`src/ufcc_pkg.sv`:
```
// shared types, constants and crc function for the upgrade frame checker
package ufcc_pkg;

	localparam logic [15:0] CRC_INIT  = 16'hFFFF;
	localparam logic [15:0] CRC_POLY  = 16'hA001;
	localparam logic [23:0] END_MARK  = 24'h656E64;
	localparam logic [15:0] LEN_BIAS  = 16'd2;
	localparam logic [16:0] INDEX_MAX = 17'h1FFFF;

	typedef enum logic {
		OP_BYTE = 1'b0,
		OP_ARM  = 1'b1
	} op_t;

	typedef enum logic [2:0] {
		ST_OK           = 3'd0,
		ST_CRC_ERROR    = 3'd1,
		ST_END_MARKER   = 3'd2,
		ST_NOT_ACTIVE   = 3'd3,
		ST_LENGTH_ERROR = 3'd4
	} status_t;

	typedef struct packed {
		op_t        operation;
		logic [7:0] data_byte;
		logic       last_byte;
	} in_item_t;

	typedef struct packed {
		status_t     status;
		logic [15:0] packet_id;
		logic [15:0] payload_length;
		logic        upgrade_active;
	} result_t;

	// crc-16/modbus update by one byte, reflected
	function automatic logic [15:0] crc_byte(input logic [15:0] c, input logic [7:0] b);
		logic [15:0] r;
		r = c ^ {8'h00, b};
		for (int k = 0; k < 8; k++) begin
			r = r[0] ? ((r >> 1) ^ CRC_POLY) : (r >> 1);
		end
		return r;
	endfunction

endpackage

```
`src/ufcc_in_if.sv`:
```
// valid/ready channel for incoming frame items
interface ufcc_in_if;
	logic       valid;
	logic       ready;
	logic       operation;
	logic [7:0] data_byte;
	logic       last_byte;

	modport source (output valid, output operation, output data_byte, output last_byte,
		input ready);
	modport sink (input valid, input operation, input data_byte, input last_byte,
		output ready);
endinterface

```
`src/ufcc_out_if.sv`:
```
// valid/ready channel for frame verdicts
interface ufcc_out_if;
	logic        valid;
	logic        ready;
	logic [2:0]  status;
	logic [15:0] packet_id;
	logic [15:0] payload_length;
	logic        upgrade_active;

	modport source (output valid, output status, output packet_id, output payload_length,
		output upgrade_active, input ready);
	modport sink (input valid, input status, input packet_id, input payload_length,
		input upgrade_active, output ready);
endinterface

```
`src/upgrade_frame_crc_checker_top.sv`:
```
// upgrade frame checker: an accepted last byte passes the input register and the verdict
// register to its verdict valid; throughput one item per cycle unless a verdict stalls,
// set by the single-byte crc update from input register to frame state / verdict register
// arm items and non-final bytes give no verdict
// asynchronous active-low reset clears upgrade mode, the frame state (crc to 0xffff)
// and both pipeline valids
module upgrade_frame_crc_checker_top import ufcc_pkg::*; (
	input  logic       clk,
	input  logic       arst_n,
	ufcc_in_if.sink    frame,
	ufcc_out_if.source verdict
);

	logic     v_s1;
	in_item_t item_s1;
	logic     out_v_q;
	result_t  res_q;
	result_t  res;
	logic     makes_result;
	logic     advance;

	assign makes_result = (item_s1.operation == OP_BYTE) && item_s1.last_byte;
	assign advance      = v_s1 && (!makes_result || !out_v_q || verdict.ready);
	assign frame.ready  = !v_s1 || advance;

	always_ff @(posedge clk or negedge arst_n) begin
		if (!arst_n) begin
			v_s1 <= 1'b0;
		end else if (frame.ready) begin
			v_s1 <= frame.valid;
		end
	end

	always_ff @(posedge clk) begin
		if (frame.ready && frame.valid) begin
			item_s1.operation <= op_t'(frame.operation);
			item_s1.data_byte <= frame.data_byte;
			item_s1.last_byte <= frame.last_byte;
		end
	end

	ufcc_frame u_frame (
		.clk    (clk),
		.arst_n (arst_n),
		.step   (advance),
		.item   (item_s1),
		.result (res)
	);

	always_ff @(posedge clk or negedge arst_n) begin
		if (!arst_n) begin
			out_v_q <= 1'b0;
		end else if (advance && makes_result) begin
			out_v_q <= 1'b1;
		end else if (verdict.ready) begin
			out_v_q <= 1'b0;
		end
	end

	always_ff @(posedge clk) begin
		if (advance && makes_result) begin
			res_q <= res;
		end
	end

	assign verdict.valid          = out_v_q;
	assign verdict.status         = res_q.status;
	assign verdict.packet_id      = res_q.packet_id;
	assign verdict.payload_length = res_q.payload_length;
	assign verdict.upgrade_active = res_q.upgrade_active;

endmodule

```
`src/ufcc_frame.sv`:
```
// frame state, crc accumulation and verdict logic
module ufcc_frame import ufcc_pkg::*; (
	input  logic     clk,
	input  logic     arst_n,
	input  logic     step,
	input  in_item_t item,
	output result_t  result
);

	logic        mode_q;
	logic [16:0] idx_q;
	logic [23:0] head_q;
	logic [15:0] id_q;
	logic [15:0] len_q;
	logic [15:0] crc_q;
	logic [15:0] rx_q;

	logic        mode_n;
	logic [16:0] idx_n;
	logic [23:0] head_n;
	logic [15:0] id_n;
	logic [15:0] len_n;
	logic [15:0] crc_n;
	logic [15:0] rx_n;
	logic [17:0] crc_lim;
	logic        len_ok;
	logic [15:0] plen;
	status_t     status;

	always_comb begin
		head_n  = head_q;
		id_n    = id_q;
		len_n   = len_q;
		crc_n   = crc_q;
		rx_n    = rx_q;
		crc_lim = {2'b00, len_q} + 18'd2;
		if (idx_q < 17'd3) begin
			head_n = {head_q[15:0], item.data_byte};
		end
		if (idx_q == 17'd0) begin
			id_n = {item.data_byte, 8'h00};
		end else if (idx_q == 17'd1) begin
			id_n = {id_q[15:8], item.data_byte};
		end else if (idx_q == 17'd2) begin
			len_n = {item.data_byte, 8'h00};
		end else if (idx_q == 17'd3) begin
			len_n = {len_q[15:8], item.data_byte};
		end else if (len_q >= LEN_BIAS) begin
			if ({1'b0, idx_q} < crc_lim) begin
				crc_n = crc_byte(crc_q, item.data_byte);
			end else if ({1'b0, idx_q} == crc_lim) begin
				rx_n = {item.data_byte, 8'h00};
			end else if ({1'b0, idx_q} == crc_lim + 18'd1) begin
				rx_n = {rx_q[15:8], item.data_byte};
			end
		end
		idx_n = (idx_q == INDEX_MAX) ? idx_q : idx_q + 17'd1;

		len_ok = len_n >= LEN_BIAS;
		plen   = (idx_n >= 17'd4 && len_ok) ? len_n - LEN_BIAS : 16'd0;

		mode_n = mode_q;
		priority if (!mode_q) begin
			status = ST_NOT_ACTIVE;
		end else if (idx_n >= 17'd3 && head_n == END_MARK) begin
			status = ST_END_MARKER;
			mode_n = 1'b0;
		end else if (idx_n < 17'd4 || !len_ok
				|| {1'b0, idx_n} < {2'b00, len_n} + 18'd4) begin
			status = ST_LENGTH_ERROR;
		end else if (rx_n == crc_n) begin
			status = ST_OK;
		end else begin
			status = ST_CRC_ERROR;
			mode_n = 1'b0;
		end

		result.status         = status;
		result.packet_id      = id_n;
		result.payload_length = plen;
		result.upgrade_active = mode_n;
	end

	always_ff @(posedge clk or negedge arst_n) begin
		if (!arst_n) begin
			mode_q <= 1'b0;
			idx_q  <= '0;
			head_q <= '0;
			id_q   <= '0;
			len_q  <= '0;
			crc_q  <= CRC_INIT;
			rx_q   <= '0;
		end else if (step) begin
			if (item.operation == OP_ARM) begin
				mode_q <= 1'b1;
			end else if (item.last_byte) begin
				// verdict given, frame fields start over
				mode_q <= mode_n;
				idx_q  <= '0;
				head_q <= '0;
				id_q   <= '0;
				len_q  <= '0;
				crc_q  <= CRC_INIT;
				rx_q   <= '0;
			end else begin
				idx_q  <= idx_n;
				head_q <= head_n;
				id_q   <= id_n;
				len_q  <= len_n;
				crc_q  <= crc_n;
				rx_q   <= rx_n;
			end
		end
	end

endmodule
```
`src/flat_wrapper.sv`:
```
// flat-port wrapper written by rule: the top's interface ports become plain ports
module upgrade_frame_crc_checker_top_flat import ufcc_pkg::*;
  (clk, arst_n, frame_valid, frame_operation, frame_data_byte, frame_last_byte, frame_ready, verdict_valid, verdict_status, verdict_packet_id, verdict_payload_length, verdict_upgrade_active, verdict_ready);
  ufcc_in_if frame_i ();
  ufcc_out_if verdict_i ();
  input  logic clk;
  input  logic arst_n;
  input wire logic [$bits(frame_i.valid)-1:0] frame_valid;
  input wire logic [$bits(frame_i.operation)-1:0] frame_operation;
  input wire logic [$bits(frame_i.data_byte)-1:0] frame_data_byte;
  input wire logic [$bits(frame_i.last_byte)-1:0] frame_last_byte;
  output wire logic [$bits(frame_i.ready)-1:0] frame_ready;
  output wire logic [$bits(verdict_i.valid)-1:0] verdict_valid;
  output wire logic [$bits(verdict_i.status)-1:0] verdict_status;
  output wire logic [$bits(verdict_i.packet_id)-1:0] verdict_packet_id;
  output wire logic [$bits(verdict_i.payload_length)-1:0] verdict_payload_length;
  output wire logic [$bits(verdict_i.upgrade_active)-1:0] verdict_upgrade_active;
  input wire logic [$bits(verdict_i.ready)-1:0] verdict_ready;
  assign frame_i.valid = frame_valid;
  assign frame_i.operation = frame_operation;
  assign frame_i.data_byte = frame_data_byte;
  assign frame_i.last_byte = frame_last_byte;
  assign frame_ready = frame_i.ready;
  assign verdict_valid = verdict_i.valid;
  assign verdict_status = verdict_i.status;
  assign verdict_packet_id = verdict_i.packet_id;
  assign verdict_payload_length = verdict_i.payload_length;
  assign verdict_upgrade_active = verdict_i.upgrade_active;
  assign verdict_i.ready = verdict_ready;
  upgrade_frame_crc_checker_top u_core (.clk(clk), .arst_n(arst_n), .frame(frame_i), .verdict(verdict_i));
endmodule
```
`config.mk`:
```
export PLATFORM = sky130hd
export DESIGN_NAME = upgrade_frame_crc_checker_top_flat
export DESIGN_NICKNAME = d
export VERILOG_FILES = /design/src/ufcc_pkg.sv /design/src/ufcc_in_if.sv /design/src/ufcc_out_if.sv /design/src/upgrade_frame_crc_checker_top.sv /design/src/ufcc_frame.sv /design/src/flat_wrapper.sv
export SDC_FILE = /design/constraint.sdc
export NUM_CORES = 1
export LEC_CHECK = 0
export ABC_AREA = 1
export BUFFER_PORTS_ARGS = -buffer_cell sky130_fd_sc_hd__buf_2
export CORE_ASPECT_RATIO = 1.5
export CORE_MARGIN = 3
export CORE_UTILIZATION = 32
export CTS_CLUSTER_DIAMETER = 200
export CTS_CLUSTER_SIZE = 8
export DETAILED_ROUTE_END_ITERATION = 10
export GPL_TIMING_DRIVEN = 0
export PLACE_DENSITY = 0.56
export REMOVE_ABC_BUFFERS = 1
export SKIP_LAST_GASP = 1
export SYNTH_ARGS = -nofsm -noshare
export SYNTH_HDL_FRONTEND = slang
export SYNTH_HIERARCHICAL = 1
export SYNTH_SLANG_ARGS = --single-unit
```
`constraint.sdc`:
```
create_clock -name clk -period 6.5 [get_ports clk]
set_input_delay 1.3 -clock clk [delete_from_list [all_inputs] [get_ports clk]]
set_output_delay 1.3 -clock clk [all_outputs]
set_load 0.03 [all_outputs]
```
==> results of run 1 <==
-- state kept, by name (all words and copies together) (netlist names), 3 cells and up --
signal	count
u_core/u_frame/idx_q	17
u_core/u_frame/len_q	16
u_core/verdict.packet_id	16
u_core/item_s1	10
u_core/u_frame/head_q	24
u_core/verdict.payload_length	16
u_core/u_frame/id_q	16
u_core/u_frame/rx_q	16
u_core/verdict.status	3
u_core/u_frame/crc_q	16
-- cells by family after synthesis --
| family | Yosys count | synth area share, % |
|---|---|---|
| adder cells (fa/ha/maj) | 44 | 5.01 |
| flip-flops | 154 | 37.4 |
| XOR/XNOR | 49 | 3.91 |
| AND/OR/NAND/NOR | 696 | 30.2 |
| AO/OA/AOI/OAI | 238 | 13.4 |
| buffers and inverters | 283 | 10.1 |
-- power breakdown --
group | switching [mW] | internal [mW] | leakage [nW]
Combinational | 1.14 | 0.572 | 3.70
Sequential | 0.108 | 1.19 | 1.85
Clock | 0.437 | 0.571 | 0.285
-- layout by cell type (no fill, tap or decap), types with 46 or more instances in the layout --
| master | n |
|---|---|
| nand2_1 | 352 |
| o22ai_1 | 73 |
| nand3_1 | 77 |
| buf_2 | 50 |
| dfrtp_1 | 92 |
| inv_1 | 218 |
| nor2_1 | 114 |
| nand4_1 | 46 |
| o21ai_0 | 78 |
| edfxtp_1 | 46 |
-- layout make-up --
type / count / area, um2
Fill cell: 3533 / 21400
Multi-Input combinational cell: 1027 / 5780
Sequential cell: 154 / 4100
Inverter: 241 / 917
Tap cell: 420 / 526
Clock buffer: 20 / 437
Timing Repair Buffer: 56 / 392
Clock inverter: 12 / 139
-- layer usage --
layer  track usage, %  part of all wire (%)  vias up  wire [um]
met5                0                     0        -          0
met4             7.30                   3.2        0        998
met3             2.36                   3.4       51       1040
met2             30.0                    51      201      15900
met1             20.8                    42     4515      13100
li1                 -                     -     4894          -
-- how the worst max path moves through the flow --
stage | startpoint | end | slack (ps)
after floorplan | verdict_ready | u_core/u_frame/rx_q[7]$_DFFE_PN0P_ | -800
after global placement | verdict_ready | u_core/u_frame/rx_q[7]$_DFFE_PN0P_ | -6970
after detailed placement | u_core/u_frame/idx_q[6]$_DFFE_PN0P_ | u_core/verdict.upgrade_active$_DFFE_PP_ | 930
after CTS | u_core/u_frame/idx_q[6]$_DFFE_PN0P_ | u_core/verdict.upgrade_active$_DFFE_PP_ | 910
after global routing | u_core/u_frame/idx_q[13]$_DFFE_PN0P_ | u_core/verdict.upgrade_active$_DFFE_PP_ | 420
final | u_core/u_frame/idx_q[6]$_DFFE_PN0P_ | u_core/verdict.upgrade_active$_DFFE_PP_ | 860
-- worst register-to-register path, delay by kind of cell, from the launching register on --
kind	cells	cell delay, ps
AO/OA/AOI/OAI	3	590
buffers and inverters	5	410
AND/OR/NAND/NOR	18	3230
XOR/XNOR	1	160
flip-flops	1	480
adder cells (fa/ha/maj)	2	520
==> impl_metrics.py, run 1 <==
metrics = {
    "synth": {
        "yosysUniqueCellTypes": 56,
        "synth_largest_area_cell": "dfrtp_1",
        "ys_seq_elements": 154,
        "synth_edf_count": 46,
        "synth_top_area_share_pct": 21.0,
        "syn_inst": 1464,
        "ys.flop_type": "dfrtp_1",
        "synth.most_common_cell": "nand2_1",
        "yosys_warnings": 6,
        "synthArstFlopShare_pct": 70.1,
        "yosys-top-cells-area": "dfrtp_1 21%, edfxtp_1 13%, nand2_1 12%",
        "synth_common_cells": "352 x nand2_1, 219 x inv_1, 116 x nor2_1",
        "synth_area_per_cell_um2": 7.50,
        "yosysSeqAreaShare_pct": 37.4,
        "syn-cell-area_mm2": 0.0110,
    },
    "placed_design": {
        "dp_hpwl_mm": 23.2,
        "placed_cell_area_mm2": 0.0117,
        "io_buffers": 51,
        "pre_cts_ws_ps": 926,
        "place_inst": 1898,
        "gp_congestion": 0.911,
    },
    "worst_setup_path": {
        "path_buf_inv": 5,
        "critPathKind": "reg -> reg",
        "r2r_cells": 29,
        "arrival_ps": 5850,
        "r2r_slack_ps": 860,
        "r2r-start": "u_core/u_frame/idx_q[6]$_DFFE_PN0P_",
        "critPathLaunchType": "register",
        "cp-end-kind": "register",
        "crit_slowest_cell": "dfrtp_1",
        "worst_path_largest_cell_delay_ps": 480,
        "r2r-end": "u_core/verdict.upgrade_active$_DFFE_PP_",
        "cp.depth": 29,
        "required_ps": 6710,
        "cp_max_fo": 14,
        "crit_family": "simple AND/OR/NAND/NOR gates",
    },
    "route": {
        "drc_errors": 0,
        "viasPerCell": 5.01,
        "dr.pass1.iters": 5,
        "ant_nets": 0,
        "vias": 9661,
        "drt_iter0_markers": 704,
        "wl_per_cell_um": 16.1,
        "wl_mm": 31.0,
    },
    "power": {
        "p_leak_nw": 5.84,
        "p_per_area_mw_per_mm2": 327,
        "max-vdd-ir-drop_uv": 315,
        "p_total_mw": 4.02,
    },
    "clock_network": {
        "cts_buffers": 17,
        "cts_tree": "built",
        "htree_levels": 4,
        "ctsResizeCount": 0,
        "clock_latency_ps": 460,
        "holdBufCountCts": 0,
        "post_cts_buffers": 0,
        "clk_path_buf_depth": 2,
        "clock_sinks": 154,
        "clk_pin_slew_ps": 70,
        "clock-root-buffer": "clkbuf_16",
    },
    "timing": {
        "worstMarginPinSlew_ps": 922,
        "finalCritPeriodShare_pct": 86.8,
        "period_needed_ps": 5640,
        "slew_headroom_pct": 38.4,
        "clock_skew_ps": 15.7,
        "setup-tns-final_ps": 0,
        "hold_viol": 0,
        "rsz0062_at_grt": "false",
        "worst_slack_ps": 858,
        "holdWs_ps": 481,
        "fmax_ghz": 0.177,
        "setup_violations": 0,
        "slew_viol_final": 0,
    },
    "global_routing": {
        "grt_pass1_vias": 9141,
        "track_usage_pct": 17.1,
        "antenna_found_initial": 0,
        "grt_overflow_total": 0,
        "grt_max_degree": 67,
        "grt_pass1_wl_mm": 48.9,
    },
    "die": {
        "core_mm2": 0.0337,
        "die-area_mm2": 0.0366,
        "row_count": 82,
        "initial_core_util_pct": 32.6,
        "die_h_um": 233,
        "die_w_um": 157,
        "io_pins": 52,
    },
    "layout": {
        "finalNonFillerCells": 1930,
        "fin_area_mm2": 0.0123,
        "nNetsFinal": 1555,
        "num_antenna_cells": 0,
        "syn_to_final_growth_pct": 12.0,
        "final_util_pct": 36.5,
        "drive_gt1_share_pct": 14.3,
    },
    "flow_run": {
        "max-cap-violations": 0,
    },
    "min_path": {
        "worstHoldPathType": "reg -> reg",
        "min_path_cells": 1,
        "min_to": "u_core/u_frame/rx_q[7]$_DFFE_PN0P_",
        "hp-start": "u_core/u_frame/rx_q[7]$_DFFE_PN0P_",
    },
    "run_status": {
        "status": "completed",
    },
}
Note: power is estimated with default switching activity, not from simulation.
==> inputs of run 2 (changes only) <==
BUFFER_PORTS_ARGS = -buffer_cell sky130_fd_sc_hd__clkbuf_2   (was -buffer_cell sky130_fd_sc_hd__buf_2)
TNS_END_PERCENT = 50   (was not set)
==> impl_metrics.py, run 2 (same netlist as run 1, synthesis figures left out) <==
metrics = {
    "layout": {
        "nNetsFinal": 1556,
        "final_util_pct": 36.7,
        "largest_register_ffs": 24,
        "mostFrequentLayoutCell": "nand2_1",
        "num_antenna_cells": 0,
        "layout_common_cells": "352 x nand2_1, 218 x inv_1, 114 x nor2_1",
        "largest_registers": "u_core/u_frame/head_q: 24 flops, u_core/u_frame/idx_q: 17 flops",
        "finalNonFillerCells": 1931,
        "drive_gt1_share_pct": 14.6,
        "fill_cells": 3528,
        "top_register": "u_core/u_frame/head_q",
        "syn_to_final_growth_pct": 12.3,
    },
    "die": {
        "initial_core_util_pct": 32.6,
        "io_pins": 52,
        "die_w_um": 157,
        "row_count": 82,
        "core_mm2": 0.0337,
        "die-area_mm2": 0.0366,
        "die_h_um": 233,
    },
    "global_routing": {
        "grt_overflow_total": 0,
        "grt_pass1_wl_mm": 49.4,
        "grt_max_degree": 66,
        "track_usage_pct": 17.5,
        "antenna_found_initial": 1,
        "grt_pass1_vias": 9101,
    },
    "worst_setup_path": {
        "critPathKind": "reg -> reg",
        "crit_slowest_cell": "dfrtp_1",
        "cp_max_fo": 14,
        "required_ps": 6720,
        "arrival_ps": 5820,
        "critPathLaunchType": "register",
        "r2r-end": "u_core/verdict.upgrade_active$_DFFE_PP_",
        "cp_common_cell": "nand2_2",
        "r2r_slack_ps": 900,
        "cp-end-kind": "register",
        "r2r-start": "u_core/u_frame/idx_q[9]$_DFFE_PN0P_",
        "r2r_cells": 31,
        "worst_path_largest_cell_delay_ps": 470,
    },
    "timing": {
        "hold_viol": 0,
        "slew_viol_final": 0,
        "rsz0062_at_grt": "false",
        "finalCritPeriodShare_pct": 86.1,
        "worstMarginPinSlew_ps": 887,
        "fmax_ghz": 0.179,
        "worst_slack_ps": 903,
        "slew_headroom_pct": 40.9,
        "setup_violations": 0,
        "clock_skew_ps": 13.5,
        "period_needed_ps": 5600,
    },
    "placed_design": {
        "gp_congestion": 0.896,
        "dp_hpwl_mm": 23.5,
        "io_buffers": 51,
        "place_inst": 1899,
        "pre_cts_ws_ps": 955,
    },
    "clock_network": {
        "holdBufCountCts": 0,
        "cts_tree": "built",
        "clk_pin_slew_ps": 80,
        "post_cts_buffers": 0,
        "cts_buffers": 17,
        "clk_path_buf_depth": 2,
        "clock-root-buffer": "clkbuf_16",
        "ctsResizeCount": 0,
        "htree_levels": 4,
        "clock_latency_ps": 460,
        "clock_sinks": 154,
    },
    "route": {
        "drt_iter0_markers": 740,
        "dr.pass1.iters": 7,
        "vias": 9675,
        "wl_mm": 31.4,
        "wl_per_cell_um": 16.3,
        "drc_errors": 0,
        "ant_nets": 0,
        "viasPerCell": 5.01,
    },
    "power": {
        "max-vdd-ir-drop_uv": 286,
        "clkPwrFrac_pct": 24.8,
        "switching_share_pct": 43.3,
        "p_switching_mw": 1.74,
        "p_int_mw": 2.28,
        "pwr-share-seq_pct": 32.5,
        "p_leak_nw": 5.86,
        "combPwrFrac_pct": 42.7,
        "p_per_area_mw_per_mm2": 326,
    },
    "flow_run": {
        "max-cap-violations": 0,
    },
    "min_path": {
        "worstHoldPathType": "reg -> reg",
        "min_path_cells": 1,
        "hp-start": "u_core/u_frame/rx_q[7]$_DFFE_PN0P_",
        "min_to": "u_core/u_frame/rx_q[7]$_DFFE_PN0P_",
    },
    "run_status": {
        "status": "completed",
    },
}
[run 2: changes by cell type in the layout (fill, tap and decap cells not counted), moves of 2 or more]
cell,change
bufinv_16,-2
clkinv_8,+3
clkinv_2,-2
clkbuf_2,+50
clkbuf_1,-3
buf_2,-50
inv_8,+2
[run 2: worst max-delay path: cells and delay by family (launching register included)]
family / cells / cell delay, ps
adders and majority gates: 2 / 520
buffers and inverters: 6 / 520
xor gates and xnor gates: 1 / 160
AOI/OAI and AO/OA: 3 / 580
and+or+nand+nor: 19 / 3100
DFF: 1 / 470
[run 2: cell type report]
cell class                 count  area (um2)  share of cell area (%)
multi-input combinational   1027        5780                    46.9
clock inverter                15         156                    1.27
inverter                     241         917                    7.44
timing repair buffer          57         422                    3.42
tap                          420         526                    4.26
sequential                   154        4100                    33.3
clock buffer                  17         425                    3.45
[run 2: power groups by stage]
stage	Clock (mW)	Combinational [mW]	Sequential [mW]
floorplan	0	1.29	1.31
global placement	0	1.68	1.32
detailed placement	0	1.71	1.32
CTS	1.03	1.72	1.30
global route	1.06	1.95	1.32
finish	0.996	1.72	1.30
[run 2: how the worst max path moves through the flow]
stage	from	endpoint	slack [ps]	depth (start not counted)
final	u_core/u_frame/idx_q[9]$_DFFE_PN0P_	u_core/verdict.upgrade_active$_DFFE_PP_	900	31
after global routing	u_core/u_frame/idx_q[9]$_DFFE_PN0P_	u_core/verdict.upgrade_active$_DFFE_PP_	400	31
after CTS	u_core/u_frame/idx_q[6]$_DFFE_PN0P_	u_core/verdict.upgrade_active$_DFFE_PP_	930	29
after detailed placement	u_core/u_frame/idx_q[6]$_DFFE_PN0P_	u_core/verdict.upgrade_active$_DFFE_PP_	960	29
after global placement	verdict_ready	u_core/u_frame/rx_q[7]$_DFFE_PN0P_	-6780	10
after floorplan	verdict_ready	u_core/u_frame/rx_q[7]$_DFFE_PN0P_	-800	9
[run 2: per-stage QoR]
stage | hold slack, ps | power, mW | TNS [ps] | instance area [um2]
after floorplan | 450 | 2.61 | -57650 | 10800
after global placement | 458 | 3.00 | -662880 | 11600
after detailed placement | 474 | 3.03 | 0 | 11800
after CTS | 490 | 4.05 | 0 | 12300
after global routing | 509 | 4.33 | 0 | 12300
final | 485 | 4.02 | 0 | 12300
[run 2: per-layer routing]
metal | wire length (um) | share of wire, % | vias to the layer above | GRT usage, %
met5 | 17 | 0.054 | - | 0
met4 | 1070 | 3.4 | 2 | 7.16
met3 | 1110 | 3.5 | 51 | 2.68
met2 | 16100 | 51 | 205 | 30.7
met1 | 13200 | 42 | 4520 | 21.2
li1 | - | - | 4897 | -
